[src/rtl/mssr_pkg.sv]
// Shared types, constants and helper functions for the mesh bypass-request fan-out.
// Used by every module of the block; depends on nothing else.
package mssr_pkg;

	// Field widths of the request and slot beats.
	localparam int ROUTER_W  = 8;
	localparam int DIM_W     = 5;
	localparam int HOP_W     = 4;
	localparam int TAG_W     = 16;
	localparam int DIR_W     = 2;
	localparam int CFG_IDX_W = 2;

	// Coordinate widths: column within -8..23, row within -8..263.
	localparam int X_W   = 6;
	localparam int Y_W   = 10;
	localparam int REM_W = 4;

	// Restoring divider: one quotient bit per cycle.
	localparam int DIV_STEPS = ROUTER_W;
	localparam int DIV_CNT_W = $clog2(DIV_STEPS);

	localparam logic [HOP_W-1:0] MAX_HOPS = HOP_W'(8);
	localparam logic [DIM_W-1:0] DIM_MIN  = DIM_W'(1);
	localparam logic [DIM_W-1:0] DIM_MAX  = DIM_W'(16);
	localparam logic [DIM_W-1:0] DIM_RESET = DIM_W'(4);

	// Configuration register indexes.
	localparam logic [CFG_IDX_W-1:0] CFG_MESH_COLUMNS = CFG_IDX_W'(0);
	localparam logic [CFG_IDX_W-1:0] CFG_MESH_ROWS    = CFG_IDX_W'(1);

	typedef enum logic [DIR_W-1:0] {
		DIR_EAST  = 2'd0,
		DIR_WEST  = 2'd1,
		DIR_NORTH = 2'd2,
		DIR_SOUTH = 2'd3
	} dir_t;

	typedef enum logic [2:0] {
		ST_IDLE,
		ST_DIV,
		ST_SETUP,
		ST_LEG1,
		ST_LEG2,
		ST_NONE
	} state_t;

	// Commands from the controller to the datapath.
	typedef struct packed {
		logic load;
		logic div_step;
		logic leg1_start;
		logic leg2_start;
		logic emit;
		logic emit_none;
		logic last;
	} cmd_t;

	// Status from the datapath to the controller.
	typedef struct packed {
		logic div_last;
		logic both_zero;
		logic h1_zero;
		logic h2_zero;
		logic leg_end;
		logic out_free;
	} sts_t;

	// The port at the receiver faces back along the direction of travel.
	function automatic dir_t opposite_dir(input dir_t d);
		dir_t r;
		case (d)
			DIR_EAST:  r = DIR_WEST;
			DIR_WEST:  r = DIR_EAST;
			DIR_NORTH: r = DIR_SOUTH;
			DIR_SOUTH: r = DIR_NORTH;
			default:   r = DIR_EAST;
		endcase
		return r;
	endfunction

	// Hop counts beyond the supported leg length saturate.
	function automatic logic [HOP_W-1:0] sat_hops(input logic [HOP_W-1:0] h);
		return (h > MAX_HOPS) ? MAX_HOPS : h;
	endfunction

	// A mesh dimension of zero acts as one, anything above sixteen as sixteen.
	function automatic logic [DIM_W-1:0] clamp_dim(input logic [DIM_W-1:0] v);
		logic [DIM_W-1:0] r;
		if (v < DIM_MIN) begin
			r = DIM_MIN;
		end else if (v > DIM_MAX) begin
			r = DIM_MAX;
		end else begin
			r = v;
		end
		return r;
	endfunction

endpackage

[src/rtl/mssr_div.sv]
// Restoring divider of a router id by the mesh column count, one bit per cycle.
// Depends on mssr_pkg.
module mssr_div (
	input  logic                              clk,
	input  logic                              arst_n,
	input  logic                              load,
	input  logic                              step,
	input  logic [mssr_pkg::ROUTER_W-1:0]     dividend,
	input  logic [mssr_pkg::DIM_W-1:0]        divisor,
	output logic [mssr_pkg::ROUTER_W-1:0]     quotient,
	output logic [mssr_pkg::REM_W-1:0]        remainder,
	output logic                              last
);
	import mssr_pkg::*;

	logic [ROUTER_W-1:0]  work_q;
	logic [REM_W-1:0]     rem_q;
	logic [DIV_CNT_W-1:0] cnt_q;
	logic [DIM_W-1:0]     trial;
	logic [DIM_W-1:0]     diff;
	logic                 take;

	// Bring down the next dividend bit and try the subtraction.
	always_comb begin
		trial = {rem_q, work_q[ROUTER_W-1]};
		diff  = trial - divisor;
		take  = (trial >= divisor);
	end

	// Step counter; the last step is flagged so the controller can move on.
	always_ff @(posedge clk or negedge arst_n) begin
		if (!arst_n) begin
			cnt_q <= '0;
		end else if (load) begin
			cnt_q <= '0;
		end else if (step) begin
			cnt_q <= cnt_q + DIV_CNT_W'(1);
		end
	end

	// The quotient shifts in where the dividend shifts out.
	always_ff @(posedge clk) begin
		if (load) begin
			work_q <= dividend;
			rem_q  <= '0;
		end else if (step) begin
			work_q <= {work_q[ROUTER_W-2:0], take};
			rem_q  <= take ? diff[REM_W-1:0] : trial[REM_W-1:0];
		end
	end

	assign quotient  = work_q;
	assign remainder = rem_q;
	assign last      = (cnt_q == DIV_CNT_W'(DIV_STEPS - 1));

endmodule

[src/rtl/mssr_dp.sv]
// Datapath of the fan-out: request capture, coordinate dividers, leg walk and slot register.
// Depends on mssr_pkg and mssr_div.
module mssr_dp (
	input  logic                            clk,
	input  logic                            arst_n,
	input  mssr_pkg::cmd_t                  cmd,
	output mssr_pkg::sts_t                  sts,
	input  logic [mssr_pkg::DIM_W-1:0]      mesh_cols,
	input  logic [mssr_pkg::DIM_W-1:0]      mesh_rows,
	input  logic [mssr_pkg::ROUTER_W-1:0]   source_router,
	input  logic [mssr_pkg::ROUTER_W-1:0]   target_router_final,
	input  logic [mssr_pkg::DIR_W-1:0]      first_direction,
	input  logic [mssr_pkg::HOP_W-1:0]      first_hops,
	input  logic [mssr_pkg::HOP_W-1:0]      second_hops,
	input  logic [mssr_pkg::TAG_W-1:0]      request_tag,
	input  logic                            out_stall,
	output logic                            out_valid,
	output logic [mssr_pkg::ROUTER_W-1:0]   hop_router,
	output logic [mssr_pkg::DIR_W-1:0]      arrival_port,
	output logic [mssr_pkg::HOP_W-1:0]      hop_distance,
	output logic                            bypass_request,
	output logic                            slot_valid,
	output logic                            second_leg,
	output logic [mssr_pkg::TAG_W-1:0]      tag_out,
	output logic                            last_slot
);
	import mssr_pkg::*;

	// Captured request.
	dir_t               first_dir_q;
	logic [HOP_W-1:0]   h1_q;
	logic [HOP_W-1:0]   h2_q;
	logic [TAG_W-1:0]   tag_q;

	// Current leg.
	logic signed [X_W-1:0] lx_q;
	logic signed [Y_W-1:0] ly_q;
	dir_t                  dir_q;
	logic [HOP_W-1:0]      hop_q;
	logic                  leg2_q;

	// Slot register.
	logic                  out_valid_q;
	logic [ROUTER_W-1:0]   hop_router_q;
	dir_t                  arrival_q;
	logic [HOP_W-1:0]      hop_dist_q;
	logic                  bypass_q;
	logic                  slot_valid_q;
	logic                  second_leg_q;
	logic [TAG_W-1:0]      tag_out_q;
	logic                  last_q;

	// Divider results.
	logic [ROUTER_W-1:0] sy;
	logic [ROUTER_W-1:0] ey;
	logic [REM_W-1:0]    sx;
	logic [REM_W-1:0]    ex;
	logic                div_last;
	logic                dst_last;

	// Second-leg set-up and slot values.
	dir_t                  dir2;
	logic signed [X_W-1:0] lx2;
	logic signed [Y_W-1:0] ly2;
	logic signed [X_W-1:0] tx;
	logic signed [Y_W-1:0] ty;
	logic signed [X_W-1:0] hx;
	logic signed [Y_W-1:0] hy;
	logic                  in_mesh;
	logic [8:0]            id_full;
	logic [HOP_W-1:0]      leg_hops;
	logic                  out_free;

	// Column and row of source and destination, computed side by side.
	mssr_div u_src_div (
		.clk       (clk),
		.arst_n    (arst_n),
		.load      (cmd.load),
		.step      (cmd.div_step),
		.dividend  (source_router),
		.divisor   (mesh_cols),
		.quotient  (sy),
		.remainder (sx),
		.last      (div_last)
	);

	mssr_div u_dst_div (
		.clk       (clk),
		.arst_n    (arst_n),
		.load      (cmd.load),
		.step      (cmd.div_step),
		.dividend  (target_router_final),
		.divisor   (mesh_cols),
		.quotient  (ey),
		.remainder (ex),
		.last      (dst_last)
	);

	// The second leg starts at the turning router and heads for the destination.
	always_comb begin
		if (first_dir_q inside {DIR_EAST, DIR_WEST}) begin
			dir2 = (ey >= sy) ? DIR_NORTH : DIR_SOUTH;
			lx2  = X_W'(signed'({1'b0, ex}));
			ly2  = Y_W'(signed'({1'b0, sy}));
		end else begin
			dir2 = (ex >= sx) ? DIR_EAST : DIR_WEST;
			lx2  = X_W'(signed'({1'b0, sx}));
			ly2  = Y_W'(signed'({1'b0, ey}));
		end
	end

	// Target router of the current hop and its mesh bounds check.
	always_comb begin
		hx = X_W'(signed'({1'b0, hop_q}));
		hy = Y_W'(signed'({1'b0, hop_q}));
		tx = lx_q;
		ty = ly_q;
		case (dir_q)
			DIR_EAST:  tx = lx_q + hx;
			DIR_WEST:  tx = lx_q - hx;
			DIR_NORTH: ty = ly_q + hy;
			DIR_SOUTH: ty = ly_q - hy;
			default:   tx = lx_q;
		endcase
		in_mesh = (tx >= 0) && (tx < X_W'(signed'({1'b0, mesh_cols})))
			&& (ty >= 0) && (ty < Y_W'(signed'({1'b0, mesh_rows})));
		// Inside the mesh both coordinates are below sixteen, so the id fits a byte.
		id_full  = ({5'b0, ty[REM_W-1:0]} * {4'b0, mesh_cols}) + {5'b0, tx[REM_W-1:0]};
		leg_hops = leg2_q ? h2_q : h1_q;
	end

	assign out_free = !out_valid_q || !out_stall;

	always_comb begin
		sts.div_last  = div_last && dst_last;
		sts.both_zero = (h1_q == '0) && (h2_q == '0);
		sts.h1_zero   = (h1_q == '0);
		sts.h2_zero   = (h2_q == '0);
		sts.leg_end   = (hop_q == leg_hops);
		sts.out_free  = out_free;
	end

	// Request capture and leg walk.
	always_ff @(posedge clk) begin
		if (cmd.load) begin
			first_dir_q <= dir_t'(first_direction);
			h1_q        <= sat_hops(first_hops);
			h2_q        <= sat_hops(second_hops);
			tag_q       <= request_tag;
		end
		if (cmd.leg2_start) begin
			lx_q   <= lx2;
			ly_q   <= ly2;
			dir_q  <= dir2;
			hop_q  <= HOP_W'(1);
			leg2_q <= 1'b1;
		end else if (cmd.leg1_start) begin
			lx_q   <= X_W'(signed'({1'b0, sx}));
			ly_q   <= Y_W'(signed'({1'b0, sy}));
			dir_q  <= first_dir_q;
			hop_q  <= HOP_W'(1);
			leg2_q <= 1'b0;
		end else if (cmd.emit) begin
			hop_q <= hop_q + HOP_W'(1);
		end
	end

	// Slot register: holds its beat until the receiver takes it.
	always_ff @(posedge clk or negedge arst_n) begin
		if (!arst_n) begin
			out_valid_q <= 1'b0;
		end else if (cmd.emit || cmd.emit_none) begin
			out_valid_q <= 1'b1;
		end else if (!out_stall) begin
			out_valid_q <= 1'b0;
		end
	end

	always_ff @(posedge clk) begin
		if (cmd.emit_none) begin
			hop_router_q <= '0;
			arrival_q    <= DIR_EAST;
			hop_dist_q   <= '0;
			bypass_q     <= 1'b0;
			slot_valid_q <= 1'b0;
			second_leg_q <= 1'b0;
			tag_out_q    <= tag_q;
			last_q       <= 1'b1;
		end else if (cmd.emit) begin
			hop_router_q <= in_mesh ? id_full[ROUTER_W-1:0] : '0;
			arrival_q    <= opposite_dir(dir_q);
			hop_dist_q   <= hop_q;
			bypass_q     <= (hop_q != leg_hops);
			slot_valid_q <= in_mesh;
			second_leg_q <= leg2_q;
			tag_out_q    <= tag_q;
			last_q       <= cmd.last;
		end
	end

	assign out_valid      = out_valid_q;
	assign hop_router     = hop_router_q;
	assign arrival_port   = arrival_q;
	assign hop_distance   = hop_dist_q;
	assign bypass_request = bypass_q;
	assign slot_valid     = slot_valid_q;
	assign second_leg     = second_leg_q;
	assign tag_out        = tag_out_q;
	assign last_slot      = last_q;

`ifndef ASSERT_OFF
	// A slot inside the mesh always belongs to a real hop.
	a_valid_slot_has_hop: assert property (@(posedge clk) disable iff (!arst_n)
		out_valid_q && slot_valid_q |-> hop_dist_q != '0)
		else $error("valid slot with zero hop distance");
`endif

endmodule

[src/rtl/mssr_ctrl.sv]
// Controller state machine of the fan-out: request intake, division, both legs and empty slot.
// Depends on mssr_pkg.
module mssr_ctrl (
	input  logic           clk,
	input  logic           arst_n,
	input  logic           in_valid,
	output logic           in_stall,
	input  mssr_pkg::sts_t sts,
	output mssr_pkg::cmd_t cmd
);
	import mssr_pkg::*;

	state_t state_q;
	state_t state_d;

	// State register.
	always_ff @(posedge clk or negedge arst_n) begin
		if (!arst_n) begin
			state_q <= ST_IDLE;
		end else begin
			state_q <= state_d;
		end
	end

	// Next state and commands.
	always_comb begin
		state_d  = state_q;
		cmd      = '0;
		in_stall = 1'b1;
		case (state_q)
			ST_IDLE: begin
				in_stall = 1'b0;
				if (in_valid) begin
					cmd.load = 1'b1;
					state_d  = ST_DIV;
				end
			end
			ST_DIV: begin
				cmd.div_step = 1'b1;
				if (sts.div_last) begin
					state_d = ST_SETUP;
				end
			end
			ST_SETUP: begin
				if (sts.both_zero) begin
					state_d = ST_NONE;
				end else if (!sts.h1_zero) begin
					cmd.leg1_start = 1'b1;
					state_d        = ST_LEG1;
				end else begin
					cmd.leg2_start = 1'b1;
					state_d        = ST_LEG2;
				end
			end
			ST_NONE: begin
				if (sts.out_free) begin
					cmd.emit_none = 1'b1;
					cmd.last      = 1'b1;
					state_d       = ST_IDLE;
				end
			end
			ST_LEG1: begin
				if (sts.out_free) begin
					cmd.emit = 1'b1;
					if (sts.leg_end) begin
						if (sts.h2_zero) begin
							cmd.last = 1'b1;
							state_d  = ST_IDLE;
						end else begin
							cmd.leg2_start = 1'b1;
							state_d        = ST_LEG2;
						end
					end
				end
			end
			ST_LEG2: begin
				if (sts.out_free) begin
					cmd.emit = 1'b1;
					if (sts.leg_end) begin
						cmd.last = 1'b1;
						state_d  = ST_IDLE;
					end
				end
			end
			default: begin
				state_d = ST_IDLE;
			end
		endcase
	end

`ifndef ASSERT_OFF
	// A slot is only loaded when the slot register can take it.
	a_emit_needs_room: assert property (@(posedge clk) disable iff (!arst_n)
		(cmd.emit || cmd.emit_none) |-> sts.out_free)
		else $error("slot loaded over an untaken beat");

	// An accepted request always starts the division.
	a_accept_starts_div: assert property (@(posedge clk) disable iff (!arst_n)
		(in_valid && !in_stall) |=> state_q == ST_DIV)
		else $error("accepted request did not start division");

	// The last slot of a request returns the controller to idle.
	a_last_to_idle: assert property (@(posedge clk) disable iff (!arst_n)
		((cmd.emit || cmd.emit_none) && cmd.last) |=> state_q == ST_IDLE)
		else $error("last slot did not end the request");
`endif

endmodule

[src/rtl/mesh_ssr_fanout_top.sv]
// Top level of the mesh bypass-request fan-out: configuration registers and wiring.
// Depends on mssr_pkg, mssr_ctrl and mssr_dp.
//
// Usage:
//   Request channel: in_valid/in_stall with source_router, target_router_final,
//   first_direction, first_hops, second_hops and request_tag. A beat is taken
//   when in_valid is high and in_stall is low; in_stall is low only while idle.
//   Slot channel: out_valid/out_stall; one beat per hop, first leg then second
//   leg, last_slot marking the final beat of a request. A request with no hops
//   gives a single beat with slot_valid low and last_slot high.
//   Configuration: cfg_valid/cfg_ready, cfg_index 0 for mesh_columns and 1 for
//   mesh_rows; other indexes are ignored. cfg_ready is always high.
// Timing:
//   After a request beat the source and destination coordinates are found by
//   an 8-step restoring divider, then a set-up step, then one slot per cycle while
//   the slot channel does not stall; a request gives n slots, n from 1 to 16.
//   A stall on the slot channel holds the current beat and pauses the leg walk.
// Reset:
//   Both mesh dimensions return to 4 and the controller to idle; no slot is
//   pending after reset.
module mesh_ssr_fanout_top (
	input  logic                              clk,
	input  logic                              arst_n,
	input  logic                              in_valid,
	output logic                              in_stall,
	input  logic [mssr_pkg::ROUTER_W-1:0]     source_router,
	input  logic [mssr_pkg::ROUTER_W-1:0]     target_router_final,
	input  logic [mssr_pkg::DIR_W-1:0]        first_direction,
	input  logic [mssr_pkg::HOP_W-1:0]        first_hops,
	input  logic [mssr_pkg::HOP_W-1:0]        second_hops,
	input  logic [mssr_pkg::TAG_W-1:0]        request_tag,
	output logic                              out_valid,
	input  logic                              out_stall,
	output logic [mssr_pkg::ROUTER_W-1:0]     hop_router,
	output logic [mssr_pkg::DIR_W-1:0]        arrival_port,
	output logic [mssr_pkg::HOP_W-1:0]        hop_distance,
	output logic                              bypass_request,
	output logic                              slot_valid,
	output logic                              second_leg,
	output logic [mssr_pkg::TAG_W-1:0]        tag_out,
	output logic                              last_slot,
	input  logic                              cfg_valid,
	output logic                              cfg_ready,
	input  logic [mssr_pkg::CFG_IDX_W-1:0]    cfg_index,
	input  logic [mssr_pkg::DIM_W-1:0]        cfg_data
);
	import mssr_pkg::*;

	logic [DIM_W-1:0] cols_raw_q;
	logic [DIM_W-1:0] rows_raw_q;
	logic [DIM_W-1:0] mesh_cols;
	logic [DIM_W-1:0] mesh_rows;
	cmd_t             cmd;
	sts_t             sts;

	assign cfg_ready = 1'b1;

	// Configuration registers, written a beat at a time.
	always_ff @(posedge clk or negedge arst_n) begin
		if (!arst_n) begin
			cols_raw_q <= DIM_RESET;
			rows_raw_q <= DIM_RESET;
		end else if (cfg_valid && cfg_ready) begin
			case (cfg_index)
				CFG_MESH_COLUMNS: cols_raw_q <= cfg_data;
				CFG_MESH_ROWS:    rows_raw_q <= cfg_data;
				default: begin
				end
			endcase
		end
	end

	// Out-of-range dimensions are pulled into 1..16.
	assign mesh_cols = clamp_dim(cols_raw_q);
	assign mesh_rows = clamp_dim(rows_raw_q);

	mssr_ctrl u_ctrl (
		.clk      (clk),
		.arst_n   (arst_n),
		.in_valid (in_valid),
		.in_stall (in_stall),
		.sts      (sts),
		.cmd      (cmd)
	);

	mssr_dp u_dp (
		.clk                 (clk),
		.arst_n              (arst_n),
		.cmd                 (cmd),
		.sts                 (sts),
		.mesh_cols           (mesh_cols),
		.mesh_rows           (mesh_rows),
		.source_router       (source_router),
		.target_router_final (target_router_final),
		.first_direction     (first_direction),
		.first_hops          (first_hops),
		.second_hops         (second_hops),
		.request_tag         (request_tag),
		.out_stall           (out_stall),
		.out_valid           (out_valid),
		.hop_router          (hop_router),
		.arrival_port        (arrival_port),
		.hop_distance        (hop_distance),
		.bypass_request      (bypass_request),
		.slot_valid          (slot_valid),
		.second_leg          (second_leg),
		.tag_out             (tag_out),
		.last_slot           (last_slot)
	);

endmodule

[config.mk]
export PLATFORM = sky130hd
export DESIGN_NAME = mesh_ssr_fanout_top
export DESIGN_NICKNAME = d
export VERILOG_FILES = /design/src/rtl/mssr_pkg.sv /design/src/rtl/mssr_div.sv /design/src/rtl/mssr_dp.sv /design/src/rtl/mssr_ctrl.sv /design/src/rtl/mesh_ssr_fanout_top.sv
export SDC_FILE = /design/constraint.sdc
export NUM_CORES = 1
export LEC_CHECK = 0
export BUFFER_PORTS_ARGS = -buffer_cell sky130_fd_sc_hd__buf_4
export CAP_MARGIN = 40
export CORE_MARGIN = 4
export CORE_UTILIZATION = 64
export DETAILED_ROUTE_END_ITERATION = 10
export GPL_TIMING_DRIVEN = 0
export HOLD_SLACK_MARGIN = 0.05
export PLACE_DENSITY = 0.9
export SLEW_MARGIN = 20
export SYNTH_ARGS = -nofsm -noshare
export SYNTH_HDL_FRONTEND = slang
export SYNTH_HIERARCHICAL = 1
export SYNTH_SLANG_ARGS = --single-unit
[constraint.sdc]
create_clock -name clk -period 13.8 [get_ports clk]
set_input_delay 2.76 -clock clk [delete_from_list [all_inputs] [get_ports clk]]
set_output_delay 2.76 -clock clk [all_outputs]
set_load 0.1 [all_outputs]
==> run metrics <==
sequential fraction of design power 0.288; Post-CTS Resized 0; Clock transition at path regs 0.06 ns; Synth Instances 677; Critical Path AT 6.09 ns; skew final 0.0151 ns; Primary FF master, synth edfxtp_1; total gr overflow 0; top-area cell type share of the netlist area 0.288; CP max FO 10; clock share of power 0.197; Diodes inserted 0; most common cell after layout, fill and taps aside buf_4; switching fraction of total power 0.432; final setup fails 0; drt pass-1 iters 5; # H-tree levels 4; Reg2Reg Launch Point u_dp/hop_q[1]; routability congestion estimate 0.886; Routed wire per std cell 17.5 µm; # clock sinks 123; Total GRT Usage 0.258; Iter 0 DRT Violations 307; CTS tree yes; CP Launch Type flip-flop; Req. time, crit path 14.11 ns; setup tns final 0 ns; CP Capture Type flip-flop; most frequent cells in the layout buf_4 (91), edfxtp_1 (72), ha_1 (69); Top Ports 91; Final Max Slew Viols 0; Root Driver clkbuf_16; Max Buffers Root-to-Sink 2; die area 13500 µm²; total number of vias 5514; Crit Path Category reg2reg; final hold viol count 0; die span in x 116 µm; vias in the first global route 5695; library cells used by synthesis 76; result of the run completed; Comb pwr share 0.515; IO buf count 89; layout cells sized above 1 0.228; top cells by area, synth edfxtp_1 (29%), ha_1 (11%), dfxtp_1 (8.3%); WL met3 1.03 mm; initial antenna violation count 0; vias per cell 5.84; Layout Cells excl Fill 944; minimum clock period 5.78 ns; largest net degree at the start of global routing 29; area delta synth->final 19.5%; latest clock arrival within the worst-skew pair 0.42 ns; hold_sp u_dp/tag_q[13]; Max IR drop VDD 0.208 mV; EDFF count, synth 72; Core Region 11500 µm²; worst slew pin tran 0.773 ns; Post-Route M1 WL 6.57 mm; Post-Place Setup Slack 8.04 ns; Nets 925; Leak 3.94 nW; hold buffers post-CTS 0; type of the worst min-delay path reg2reg; #FFs+latches synth 123; row count 39; DR top layer met4; Synth Cell Area 7510 µm²; DP Wirelength 12.6 mm; Internal 0.00123 W; Post-CTS Setup Bufs 0; syn_area_per_cell 11.1 µm²; Critical path origin u_dp/hop_q[1]; Die Ht 116 µm; number of CTS-inserted buffers 17; first-pass GRT wire length 26.8 mm; min setup slack post-route 8.02 ns; Final period util 0.419; PwrDens 242 nW/µm²; synthesis warning total 6; met2 wire length 8.46 mm; Initial Utilization 0.655; Synth area leader edfxtp_1; RSZ-0062 raised after global routing no; ANT nets after route 0; max_cap viols 0; placed cells 910; NetSw 0.000938 W; final WL 16.6 mm; f_max 173 MHz; DRC violations left 0; sequential fraction of the synthesis area 0.437; Slew HR 0.480; Mapped Nets 814; total power 0.00217 W; asr flop ratio synth 0.163
==> metrics by stage <==
stage                      util  hold WS (ns)  cell area [µm²]
after floorplan               -         0.400             7510
after global placement    0.729         0.400             8360
after detailed placement  0.730         0.405             8370
after CTS                 0.780         0.418             8940
after global routing      0.783         0.425             8980
final                     0.783         0.416             8980
==> power groups by stage <==
stage / Combinational (W) / Sequential [W] / Clock, W
2_1_floorplan: 0.000646 / 0.000823 / 0
6_report: 0.00112 / 0.000625 / 0.000426
3_5_place_dp: 0.00110 / 0.000630 / 0
4_1_cts: 0.00112 / 0.000625 / 0.000434
3_3_place_gp: 0.00104 / 0.000621 / 0
5_1_grt: 0.00123 / 0.000640 / 0.000452
==> Yosys cell counts, types with 16 or more instances <==
cell	n
a21oi_1	29
nor2b_1	25
xnor2_1	19
o21ai_0	20
edfxtp_1	72
inv_1	66
dfrtp_1	18
nor2_1	49
nand2_1	26
dfxtp_1	31
clkbuf_1	16
ha_1	69
mux2i_1	27
mux2_2	38
==> critical path, cell delays in order (launching register included) <==
cell and delay [ns]:
dfxtp_1 0.64, inv_1 0.23, ha_1 0.36, nor2b_1 0.16, o211ai_1 0.27, o311ai_0 0.22
xnor2_1 0.17, mux2i_1 0.37, nand2b_1 0.19, fa_1 0.44, fa_1 0.55, inv_1 0.05
fa_1 0.45, ha_1 0.35, nor2b_1 0.15, o21a_1 0.17, o21ai_0 0.23, a21oi_1 0.11
xnor3_1 0.36, a22o_1 0.20
==> state kept, by name (all words and copies together), names as in the netlist, 4 cells and up <==
signal	flops
rows_raw_q	5
u_dp/lx_q	4
u_dp/u_src_div/quotient	8
u_dp/hop_router	8
u_dp/u_src_div/remainder	4
u_dp/hop_q	4
u_dp/tag_q	16
u_dp/tag_out	16
u_dp/u_dst_div/quotient	8
u_dp/h1_q	4
u_dp/hop_distance	4
u_dp/h2_q	4
u_dp/u_dst_div/remainder	4
cols_raw_q	5
u_dp/ly_q	8
==> routing by layer <==
| layer | vias up | track usage |
|---|---|---|
| met5 | - | 0 |
| met3 | 36 | 0.0741 |
| met2 | 217 | 0.439 |
| met1 | 2623 | 0.302 |
| li1 | 2638 | - |
| met4 | 0 | 0.120 |
==> worst paths after layout <==
check | endpoint | slack, ns | cells after the start
max | u_dp/hop_router[7] | 8.02 | 19
min | u_dp/tag_out[13] | 0.42 | 0
max reg2reg | u_dp/hop_router[7] | 8.02 | 19
min reg2reg | u_dp/tag_out[13] | 0.42 | 0
max in group asynchronous | rows_raw_q[2] | 11.29 | 1
min in group asynchronous | u_dp/u_dst_div/cnt_q[0] | 2.22 | 1
==> logic make-up after synthesis <==
kind of cell,after synthesis,share of synthesized area
flops,123,0.437
mux,66,0.0950
compound gates,113,0.104
simple gates,173,0.127
fa+ha+maj,83,0.152
other cells,1,0.000499
xor+xnor,25,0.0310
buf+inv,93,0.0533
==> layout make-up <==
| cell class | instances | area, µm² |
|---|---|---|
| timing repair buffer | 92 | 704 |
| tap | 143 | 179 |
| buffer | 26 | 149 |
| clock inverter | 8 | 92.6 |
| sequential | 123 | 3290 |
| multi-input combinational | 461 | 3830 |
| fill | 687 | 2490 |
| inverter | 67 | 251 |
| clock buffer | 24 | 482 |
(Power assumes the default switching activity.)
